### src/hdl/zrle_pkg.sv
// Shared types and constants for the zero-run RLE encoder.
// Holds the command and result beat layouts and the header op codes.
// No dependencies.
`timescale 1ns / 1ps

package zrle_pkg;

	localparam int LITERAL_CHUNK_MAX = 32;
	localparam int CMD_FIFO_DEPTH    = 2;
	localparam int RES_FIFO_DEPTH    = 4;

	localparam logic [4:0]  MIN_RUN_RESET = 5'd8;
	localparam logic [4:0]  MIN_RUN_CEIL  = 5'd16;
	localparam logic [7:0]  OP_LITERAL    = 8'd0;
	localparam logic [7:0]  OP_ZERO_RUN   = 8'd1;
	localparam logic [31:0] RUN_MAX       = 32'hFFFF_FFFF;
	localparam logic [1:0]  ADDR_MIN_RUN  = 2'd0;

	// One queued command: the work one input byte leaves for the back end
	typedef struct packed {
		logic [31:0] close_len;
		logic [31:0] tail_len;
		logic        lit_v;
		logic [7:0]  lit_byte;
		logic        last;
	} cmd_t;

	typedef struct packed {
		logic [7:0] data;
		logic       buffer_end;
		logic       step_end;
	} res_t;

	function automatic logic [4:0] eff_min(input logic [4:0] m);
		logic [4:0] r;
		r = m;
		if (m == 5'd0)
			r = 5'd1;
		else if (m > MIN_RUN_CEIL)
			r = MIN_RUN_CEIL;
		return r;
	endfunction

endpackage

### src/hdl/zrle_fifo.sv
// Small synchronous FIFO built from registers, used for the command and result queues.
// Combinational read of the head entry; no dependencies.
`timescale 1ns / 1ps

module zrle_fifo #(
	parameter int WIDTH = 8,
	parameter int DEPTH = 2
) (
	input  logic             clk,
	input  logic             arst_n,
	input  logic             push,
	input  logic [WIDTH-1:0] wr_data,
	output logic             full,
	input  logic             pop,
	output logic [WIDTH-1:0] rd_data,
	output logic             empty
);

	localparam int PW   = (DEPTH > 1) ? $clog2(DEPTH) : 1;
	localparam int CNTW = $clog2(DEPTH + 1);

	logic [WIDTH-1:0] mem_q [DEPTH];
	logic [PW-1:0]    wr_ptr_q;
	logic [PW-1:0]    rd_ptr_q;
	logic [CNTW-1:0]  cnt_q;
	logic             do_wr;
	logic             do_rd;

	assign full    = (cnt_q == CNTW'(DEPTH));
	assign empty   = (cnt_q == '0);
	assign do_wr   = push && !full;
	assign do_rd   = pop && !empty;
	assign rd_data = mem_q[rd_ptr_q];

	always_ff @(posedge clk or negedge arst_n) begin
		if (!arst_n) begin
			wr_ptr_q <= '0;
			rd_ptr_q <= '0;
			cnt_q    <= '0;
		end else begin
			if (do_wr)
				wr_ptr_q <= (wr_ptr_q == PW'(DEPTH - 1)) ? '0 : wr_ptr_q + PW'(1);
			if (do_rd)
				rd_ptr_q <= (rd_ptr_q == PW'(DEPTH - 1)) ? '0 : rd_ptr_q + PW'(1);
			if (do_wr && !do_rd)
				cnt_q <= cnt_q + CNTW'(1);
			else if (do_rd && !do_wr)
				cnt_q <= cnt_q - CNTW'(1);
		end
	end

	always_ff @(posedge clk) begin
		if (do_wr)
			mem_q[wr_ptr_q] <= wr_data;
	end

endmodule

### src/hdl/zrle_front.sv
// Front end of the zero-run RLE encoder: takes input bytes, tracks the pending zero run
// and queues a command for every byte that leaves work. Depends on zrle_pkg.
`timescale 1ns / 1ps

module zrle_front (
	input  logic          clk,
	input  logic          arst_n,
	input  logic          push,
	output logic          full,
	input  logic [7:0]    in_byte,
	input  logic          in_last,
	output logic          cmd_push,
	output zrle_pkg::cmd_t cmd,
	input  logic          cmd_full
);

	import zrle_pkg::*;

	logic [31:0] zrc_q;
	logic        accept;
	logic        is_zero;
	logic        at_max;
	logic [31:0] run_inc;
	logic        need_cmd;

	assign full    = cmd_full;
	assign accept  = push && !cmd_full;
	assign is_zero = (in_byte == 8'd0);
	assign at_max  = (zrc_q == RUN_MAX);
	// a zero on a full-length run closes that run and starts a new one
	assign run_inc = at_max ? 32'd1 : zrc_q + 32'd1;

	always_comb begin
		cmd.close_len = is_zero ? (at_max ? RUN_MAX : 32'd0) : zrc_q;
		cmd.tail_len  = (is_zero && in_last) ? run_inc : 32'd0;
		cmd.lit_v     = !is_zero;
		cmd.lit_byte  = in_byte;
		cmd.last      = in_last;
	end

	assign need_cmd = !is_zero || at_max || in_last;
	assign cmd_push = accept && need_cmd;

	always_ff @(posedge clk or negedge arst_n) begin
		if (!arst_n) begin
			zrc_q <= '0;
		end else if (accept) begin
			if (in_last || !is_zero)
				zrc_q <= '0;
			else
				zrc_q <= run_inc;
		end
	end

	a_cmd_room: assert property (@(posedge clk) disable iff (!arst_n)
		cmd_push |-> !cmd_full)
		else $error("command pushed into a full queue");

	a_run_cleared: assert property (@(posedge clk) disable iff (!arst_n)
		(accept && (in_byte != 8'd0 || in_last)) |=> (zrc_q == 32'd0))
		else $error("zero run not cleared after a closing byte");

endmodule

### src/hdl/zrle_back.sv
// Back end of the zero-run RLE encoder: runs queued commands, keeps the literal store and emits
// encoded bytes one per cycle while the result queue has room, marking the last byte of each item. Depends on zrle_pkg.
`timescale 1ns / 1ps

module zrle_back #(
	parameter int LIT_MAX = zrle_pkg::LITERAL_CHUNK_MAX
) (
	input  logic           clk,
	input  logic           arst_n,
	input  logic [4:0]     min_run,
	input  logic           cmd_empty,
	output logic           cmd_pop,
	input  zrle_pkg::cmd_t cmd,
	input  logic           res_full,
	output logic           res_push,
	output zrle_pkg::res_t res
);

	import zrle_pkg::*;

	localparam int CW = $clog2(LIT_MAX + 1);
	localparam int IW = $clog2(LIT_MAX);
	localparam logic [2:0] HDR_LAST = 3'd4;

	typedef enum logic [1:0] {ST_IDLE, ST_RUN, ST_HDR, ST_DATA} state_t;
	typedef enum logic [1:0] {PH_CLOSE1, PH_LIT, PH_CLOSE2, PH_FLUSH} phase_t;

	state_t      state_q;
	phase_t      ph_q;
	phase_t      nxt_ph;
	logic        nxt_done;
	cmd_t        cmd_q;
	logic [31:0] run_q;
	logic [CW-1:0] cnt_q;
	logic [IW-1:0] lit_idx_q;
	logic [2:0]  hdr_idx_q;
	logic        hdr_lit_q;
	logic        pend_v_q;
	logic [7:0]  pend_byte_q;
	logic [7:0]  store_q [LIT_MAX];

	logic        go;
	logic [4:0]  min_eff;
	logic        run_long;
	logic        cnt_full;
	logic        close_ph;
	logic [31:0] hdr_len;
	logic [7:0]  hdr_byte;
	logic        emit;
	logic [7:0]  emit_byte;
	logic        zero_wr;
	logic        lit_wr;
	logic        st_wr;
	logic [7:0]  st_byte;
	logic        flush_go;
	logic        run_hdr_go;
	logic        adv;

	assign go       = !res_full;
	assign min_eff  = eff_min(min_run);
	assign run_long = (run_q >= {27'd0, min_eff});
	assign cnt_full = (cnt_q == CW'(LIT_MAX));
	assign close_ph = (ph_q == PH_CLOSE1) || (ph_q == PH_CLOSE2);

	assign hdr_len = hdr_lit_q ? 32'(cnt_q) : run_q;
	always_comb begin
		case (hdr_idx_q)
			3'd0:    hdr_byte = hdr_lit_q ? OP_LITERAL : OP_ZERO_RUN;
			3'd1:    hdr_byte = hdr_len[7:0];
			3'd2:    hdr_byte = hdr_len[15:8];
			3'd3:    hdr_byte = hdr_len[23:16];
			default: hdr_byte = hdr_len[31:24];
		endcase
	end

	assign emit      = (state_q == ST_HDR) || (state_q == ST_DATA);
	assign emit_byte = (state_q == ST_HDR) ? hdr_byte : store_q[lit_idx_q];

	// short run: its zeros go into the store one per cycle while the result queue has room
	assign zero_wr = (state_q == ST_RUN) && close_ph && (run_q != 32'd0) && !run_long
		&& !cnt_full;
	assign lit_wr  = (state_q == ST_RUN) && (ph_q == PH_LIT) && !cnt_full;
	assign st_wr   = go && (zero_wr || lit_wr);
	assign st_byte = lit_wr ? cmd_q.lit_byte : 8'd0;

	assign flush_go = (state_q == ST_RUN) && (
		(close_ph && (run_q != 32'd0) && ((run_long && cnt_q != '0) || (!run_long && cnt_full)))
		|| ((ph_q == PH_LIT) && cnt_full)
		|| ((ph_q == PH_FLUSH) && (cnt_q != '0)));
	assign run_hdr_go = (state_q == ST_RUN) && close_ph && (run_q != 32'd0) && run_long
		&& (cnt_q == '0);
	assign adv = (state_q == ST_RUN) && (
		(close_ph && (run_q == 32'd0))
		|| ((ph_q == PH_LIT) && !cnt_full)
		|| ((ph_q == PH_FLUSH) && (cnt_q == '0)));

	always_comb begin
		nxt_ph   = PH_FLUSH;
		nxt_done = 1'b0;
		unique case (ph_q)
			PH_CLOSE1: begin
				if (cmd_q.lit_v)
					nxt_ph = PH_LIT;
				else if (cmd_q.last)
					nxt_ph = PH_CLOSE2;
				else
					nxt_done = 1'b1;
			end
			PH_LIT: begin
				if (cmd_q.last)
					nxt_ph = PH_CLOSE2;
				else
					nxt_done = 1'b1;
			end
			PH_CLOSE2: nxt_ph = PH_FLUSH;
			PH_FLUSH:  nxt_done = 1'b1;
			default:   nxt_done = 1'b1;
		endcase
	end

	// the byte held in pend goes out once the next byte or the end of the item is known
	assign res_push       = go && pend_v_q && (emit || state_q == ST_IDLE);
	assign res.data       = pend_byte_q;
	assign res.step_end   = (state_q == ST_IDLE);
	assign res.buffer_end = (state_q == ST_IDLE) && cmd_q.last;
	assign cmd_pop        = go && (state_q == ST_IDLE) && !cmd_empty;

	always_ff @(posedge clk or negedge arst_n) begin
		if (!arst_n) begin
			state_q     <= ST_IDLE;
			ph_q        <= PH_CLOSE1;
			cmd_q       <= '0;
			run_q       <= '0;
			cnt_q       <= '0;
			lit_idx_q   <= '0;
			hdr_idx_q   <= '0;
			hdr_lit_q   <= 1'b0;
			pend_v_q    <= 1'b0;
			pend_byte_q <= '0;
		end else if (go) begin
			if (emit) begin
				pend_v_q    <= 1'b1;
				pend_byte_q <= emit_byte;
			end else if (state_q == ST_IDLE) begin
				pend_v_q <= 1'b0;
			end

			unique case (state_q)
				ST_IDLE: begin
					if (!cmd_empty) begin
						cmd_q   <= cmd;
						state_q <= ST_RUN;
						if (cmd.close_len != 32'd0) begin
							ph_q  <= PH_CLOSE1;
							run_q <= cmd.close_len;
						end else if (cmd.lit_v) begin
							ph_q  <= PH_LIT;
							run_q <= 32'd0;
						end else begin
							ph_q  <= PH_CLOSE2;
							run_q <= cmd.tail_len;
						end
					end
				end
				ST_RUN: begin
					if (flush_go) begin
						hdr_lit_q <= 1'b1;
						hdr_idx_q <= '0;
						state_q   <= ST_HDR;
					end else if (run_hdr_go) begin
						hdr_lit_q <= 1'b0;
						hdr_idx_q <= '0;
						state_q   <= ST_HDR;
					end
					if (zero_wr) begin
						cnt_q <= cnt_q + CW'(1);
						run_q <= run_q - 32'd1;
					end
					if (lit_wr)
						cnt_q <= cnt_q + CW'(1);
					if (adv) begin
						if (nxt_done) begin
							state_q <= ST_IDLE;
						end else begin
							ph_q <= nxt_ph;
							if (nxt_ph == PH_CLOSE2)
								run_q <= cmd_q.tail_len;
						end
					end
				end
				ST_HDR: begin
					if (hdr_idx_q == HDR_LAST) begin
						if (hdr_lit_q) begin
							lit_idx_q <= '0;
							state_q   <= ST_DATA;
						end else begin
							// run chunk written: the run is closed
							run_q   <= 32'd0;
							state_q <= ST_RUN;
						end
					end else begin
						hdr_idx_q <= hdr_idx_q + 3'd1;
					end
				end
				ST_DATA: begin
					if (CW'(lit_idx_q) + CW'(1) == cnt_q) begin
						cnt_q   <= '0;
						state_q <= ST_RUN;
					end else begin
						lit_idx_q <= lit_idx_q + IW'(1);
					end
				end
				default: state_q <= ST_IDLE;
			endcase
		end
	end

	always_ff @(posedge clk) begin
		if (st_wr)
			store_q[cnt_q[IW-1:0]] <= st_byte;
	end

	a_cnt_bound: assert property (@(posedge clk) disable iff (!arst_n)
		cnt_q <= CW'(LIT_MAX))
		else $error("literal count beyond chunk maximum");

	a_data_nonempty: assert property (@(posedge clk) disable iff (!arst_n)
		(state_q == ST_DATA) |-> (cnt_q != '0))
		else $error("literal data phase with an empty store");

	a_end_mark: assert property (@(posedge clk) disable iff (!arst_n)
		(state_q == ST_IDLE && pend_v_q && go) |=> !pend_v_q)
		else $error("held byte not released at end of item");

	a_res_room: assert property (@(posedge clk) disable iff (!arst_n)
		res_push |-> !res_full)
		else $error("result pushed into a full queue");

endmodule

### src/hdl/zero_run_rle_encoder_unit.sv
// Zero-run RLE encoder, top level: configuration register, front end, command queue,
// back end and result queue. Depends on zrle_pkg, zrle_fifo, zrle_front, zrle_back.
//
// Use: push raw bytes on in_byte with in_last on the final byte of a buffer; a byte is
// taken at a clock edge with push high and full low. Encoded bytes come out on out_byte
// while empty is low and are taken at an edge with pop high. out_step_end marks the last
// byte released by one input byte, out_buffer_end the final byte of the buffer.
// The run threshold register sits at byte address 0 of the APB port (reset 8; 0 acts as 1,
// above 16 as 16); write it only while the encoder is idle.
// Throughput: the front takes one byte a cycle while the command queue has room; a byte that
// leaves no work (a zero inside a run) queues no command. The back sequencer starts each item,
// stores each literal and each zero of a short run, leaves each run-closing or flush phase,
// launches each chunk and then emits its encoded bytes. Encoded bytes pass through the command
// queue, the back end's held byte and the result queue before they reach the ports.
// Reset clears the run and literal counts and both queues. If the receiver stalls, the
// four-deep result queue fills, the back end holds, the two-deep command queue fills and
// full rises; nothing is dropped.
`timescale 1ns / 1ps

module zero_run_rle_encoder_unit #(
	parameter int LIT_MAX = zrle_pkg::LITERAL_CHUNK_MAX
) (
	input  logic        clk,
	input  logic        arst_n,
	input  logic        psel,
	input  logic        penable,
	input  logic        pwrite,
	input  logic [1:0]  paddr,
	input  logic [31:0] pwdata,
	output logic [31:0] prdata,
	output logic        pready,
	input  logic        push,
	output logic        full,
	input  logic [7:0]  in_byte,
	input  logic        in_last,
	output logic        empty,
	input  logic        pop,
	output logic [7:0]  out_byte,
	output logic        out_buffer_end,
	output logic        out_step_end
);

	import zrle_pkg::*;

	logic [4:0] min_run_q;
	logic       cmd_push;
	cmd_t       cmd_w;
	logic       cmd_full;
	logic       cmd_pop;
	cmd_t       cmd_r;
	logic       cmd_empty;
	logic       res_push;
	res_t       res_w;
	logic       res_full;
	res_t       res_r;

	assign pready = 1'b1;
	assign prdata = (paddr == ADDR_MIN_RUN) ? {27'd0, min_run_q} : 32'd0;

	always_ff @(posedge clk or negedge arst_n) begin
		if (!arst_n)
			min_run_q <= MIN_RUN_RESET;
		else if (psel && penable && pwrite && pready && paddr == ADDR_MIN_RUN)
			min_run_q <= pwdata[4:0];
	end

	zrle_front u_front (
		.clk      (clk),
		.arst_n   (arst_n),
		.push     (push),
		.full     (full),
		.in_byte  (in_byte),
		.in_last  (in_last),
		.cmd_push (cmd_push),
		.cmd      (cmd_w),
		.cmd_full (cmd_full)
	);

	zrle_fifo #(
		.WIDTH ($bits(cmd_t)),
		.DEPTH (CMD_FIFO_DEPTH)
	) u_cmd_fifo (
		.clk     (clk),
		.arst_n  (arst_n),
		.push    (cmd_push),
		.wr_data (cmd_w),
		.full    (cmd_full),
		.pop     (cmd_pop),
		.rd_data (cmd_r),
		.empty   (cmd_empty)
	);

	zrle_back #(
		.LIT_MAX (LIT_MAX)
	) u_back (
		.clk       (clk),
		.arst_n    (arst_n),
		.min_run   (min_run_q),
		.cmd_empty (cmd_empty),
		.cmd_pop   (cmd_pop),
		.cmd       (cmd_r),
		.res_full  (res_full),
		.res_push  (res_push),
		.res       (res_w)
	);

	zrle_fifo #(
		.WIDTH ($bits(res_t)),
		.DEPTH (RES_FIFO_DEPTH)
	) u_res_fifo (
		.clk     (clk),
		.arst_n  (arst_n),
		.push    (res_push),
		.wr_data (res_w),
		.full    (res_full),
		.pop     (pop),
		.rd_data (res_r),
		.empty   (empty)
	);

	assign out_byte       = res_r.data;
	assign out_buffer_end = res_r.buffer_end;
	assign out_step_end   = res_r.step_end;

endmodule
### config.mk
export PLATFORM = sky130hd
export DESIGN_NAME = zero_run_rle_encoder_unit
export DESIGN_NICKNAME = d
export VERILOG_FILES = /design/src/hdl/zrle_pkg.sv /design/src/hdl/zrle_fifo.sv /design/src/hdl/zrle_front.sv /design/src/hdl/zrle_back.sv /design/src/hdl/zero_run_rle_encoder_unit.sv
export SDC_FILE = /design/constraint.sdc
export NUM_CORES = 1
export LEC_CHECK = 0
export BUFFER_PORTS_ARGS = -buffer_cell sky130_fd_sc_hd__buf_2
export CORE_MARGIN = 4
export CORE_UTILIZATION = 39
export DETAILED_ROUTE_END_ITERATION = 7
export PLACE_DENSITY = 0.51
export SYNTH_ARGS = -nofsm -noshare
export SYNTH_HDL_FRONTEND = slang
export SYNTH_SLANG_ARGS = --single-unit
### constraint.sdc
create_clock -name clk -period 6.54 [get_ports clk]
set_input_delay 0.327 -clock clk [delete_from_list [all_inputs] [get_ports clk]]
set_output_delay 0.327 -clock clk [all_outputs]
set_load 0.01 [all_outputs]
==> impl_metrics.csv <==
group,metric,value,unit
placement,hpwl,44.3,mm
drt,wl_per_cell,22.9,um
clock_tree,cts_buffers,69,
synth,yosysTopAreaCell,"edfxtp_1",
drt,antenna_left,0,
drt,wirelength,67.6,mm
synth,synth_edf_count,444,
synth,netlist_area,26500,um^2
clock_tree,htreeDepth,3,
worst_setup_path,endpoint_kind,"flip-flop",
finish,instances_no_fill,2947,
pwr,p_per_area,438,nW/um^2
finish,nNetsFinal,2098,
global_routing,grt-ovfl-total,0,
placement,portBuffers,39,
worst_setup_path,worst-path-buf-inv,1,
synth,synth.most_common_cell,"edfxtp_1",
run_status,status,"complete, no violations",
timing,maxSlewViolCount,0,
worst_setup_path,cp.arrival,4390,ps
clock_tree,cts_resized,0,
global_routing,grt_max_degree,65,
synth,synth_commonest_cells,"edfxtp_1 (444), nor2_1 (191), nand2_1 (161)",
clock_tree,cts_sinks,594,
worst_setup_path,startpoint_type,"flip-flop",
timing,fin_crit_sh,0.642,
pwr,leakage,0.0106,uW
drt,drc_errors,0,
floorplanning,die_area,72100,um^2
global_routing,grt_use_total,0.187,
synth,ys_types,73,
synth,synth_top_area_share,0.504,
clock_tree,holdBufCountCts,15,
timing,finalSetupViolations,0,
placement,placed_cells,2805,
timing,setup_ws,2340,ps
timing,fmax,238,MHz
clock_tree,root_buffer,"clkbuf_16",
global_routing,antenna_found_initial,0,
synth,netlist_top_cells_area,"edfxtp_1 (50%), dfrtp_1 (14%), mux4_2 (4.9%), mux2i_1 (4.1%), nor2_1 (2.7%)",
timing,max_slew.worst_pin.slew,1270,ps
drt,viasPerCell,5.57,
finish,drive_gt1_frac,0.127,
worst_setup_path,cp_max_fo,11,
global_routing,grt_pass1_vias,16100,
clock_tree,clk_latency,600,ps
drt,drt_pass1_iterations,5,
synth,synth_cells,1989,
clock_tree,cts_buffer_depth,3,
floorplanning,rows,95,
timing,relSlewSlack,0.151,
timing,skew,32.9,ps
worst_setup_path,r2r_cells,8,
global_routing,grt_pass1_wl,102,mm
synth,yosys_warnings,0,
clock_tree,cts_tree,"done",
floorplanning,initial_core_util,0.394,
finish,num_antenna_cells,0,
worst_setup_path,path_delay_family,"simple AND/OR/NAND/NOR gates",
clock_tree,cts_setup_buffers,0,
placement,place_ws,2370,ps
job,cap_violations,0,
worst_setup_path,path_cells,"inv_1, ha_1, or3_1, nor4_1, nand3_1, a21oi_1, nand2_1, nor2_1",
timing,grt_setup_unrepaired,"no",
synth,synth-seq-cells,594,
timing,hold_viol,0,
synth,ys_seq_area_frac,0.646,
floorplanning,fp.dieW,268,um
worst_setup_path,crit_required,6730,ps
synth,avgSynthCellArea,13.3,um^2
timing,fin_crit,4200,ps
placement,gp_congestion,0.833,
timing,setup_tns,0,ps
worst_setup_path,slowest_delay,890,ps
drt,num_vias,16400,
drt,drtIter0Drc,1425,
worst_hold_path,hold_path.class,"in2reg",
worst_setup_path,path_class,"reg2reg",
worst_setup_path,crit_slowest_cell,"nor2_1",
floorplanning,core_area,67200,um^2
worst_hold_path,whs_path_depth,3,
floorplanning,die_h,268,um
synth,synthArstFlopShare,0.253,
clock_tree,path_clk_slew,60,ps
floorplanning,pin_count,95,
worst_setup_path,path_depth,8,
synth,ys.flop_type,"edfxtp_1",
pwr,ir_drop,0.000284,V
finish,syn_to_final_growth,13.1,%
## layout make-up
class	count	area (um^2)
timing repair buffer	85	584
tap	873	1090
inverter	32	120
sequential	594	17100
fill	5987	37200
multi-input combinational	1236	8650
clock inverter	29	395
clock buffer	98	1980
## worst reg2reg max path: stages, from the launching register on
cell and delay, ps:
dfrtp_1 370, inv_1 120, ha_1 230, or3_1 310
nor4_1 500, nand3_1 540, a21oi_1 440, nand2_1 400
nor2_1 900
## state kept, by name (all words and copies together), names as in the netlist, 6 cells and up
signal	count
u_back.store_q	256
u_back.cnt_q	6
u_front.zrc_q	32
u_back.run_q	32
u_res_fifo.mem_q	40
u_back.cmd_q	42
u_cmd_fifo.mem_q	148
u_back.pend_byte_q	8
## path summary, 6_finish.rpt
path                                                 start                            endpoint  slack, ps
max                               min_run_q[4]$_DFFE_PN0P_     u_back.store_q[17][3]$_DFFE_PP_       2340
min                                                    pop  u_res_fifo.rd_ptr_q[0]$_DFFE_PN0P_        140
max reg2reg                       min_run_q[4]$_DFFE_PN0P_     u_back.store_q[17][3]$_DFFE_PP_       2340
min reg2reg                u_cmd_fifo.cnt_q[1]$_DFFE_PN0P_     u_cmd_fifo.cnt_q[1]$_DFFE_PN0P_        500
max in group asynchronous                           arst_n     u_back.lit_idx_q[0]$_DFFE_PN0P_       4890
min in group asynchronous                           arst_n        u_front.zrc_q[0]$_DFFE_PN0P_        220
## power breakdown
group          leakage (uW)  switching [uW]  internal [uW]
clock network       0.00117            1530           2470
logic               0.00345            2160           1400
registers           0.00593             642           4880
total                0.0106            4330           8760
## cell families (layout without fill, tap and decap cells)
group | Yosys count | count (layout) | share of synthesized area
muxes | 177 | 177 | 0.0945
adders and majority gates | 30 | 30 | 0.0145
DFF | 594 | 594 | 0.646
other | 2 | 28 | 0.000284
AOI/OAI and AO/OA | 385 | 385 | 0.0960
xor gates and xnor gates | 47 | 47 | 0.0156
buffers and inverters | 185 | 244 | 0.0321
and+or+nand+nor | 569 | 569 | 0.101
## placed cells by master (no fill, tap or decap), types with 11 or more instances in the layout
cell / count
edfxtp_1: 444
xnor2_1: 24
nand2_1: 161
nand4_1: 13
nand2b_1: 15
o22ai_1: 19
clkinv_2: 12
a31oi_1: 18
mux2_2: 12
dlygate4sd3_1: 15
inv_1: 31
a21oi_1: 101
dfrtp_1: 146
o21ai_0: 58
mux2i_1: 108
and2_1: 22
nor2_1: 191
o21a_1: 27
clkbuf_1: 19
mux4_2: 57
clkbuf_16: 73
nor4_1: 22
nand3_1: 28
nor3_1: 33
buf_4: 31
o31ai_1: 18
nor2b_1: 11
xor2_1: 23
conb_1: 28
a211oi_1: 45
buf_2: 38
and3_1: 16
a221oi_1: 16
ha_1: 29
## layer usage
layer / track usage / up-vias / part of all wire
met2: 0.293 / 425 / 0.46
met4: 0.0418 / 0 / 0.016
met3: 0.0308 / 83 / 0.049
li1: - / 7557 / -
met1: 0.278 / 8348 / 0.47
met5: 0 / - / 0
## stage by stage
step | power, uW | utilization | area, um^2 | hold slack (ps)
CTS | 13200 | 0.445 | 29900 | 106
floorplan | 7980 | - | 26600 | 31.4
detailed placement | 9180 | 0.408 | 27400 | 316
global placement | 9120 | 0.408 | 27400 | 320
finish | 13100 | 0.445 | 29900 | 143
global route | 13800 | 0.445 | 29900 | 154
(Power assumes the default switching activity.)
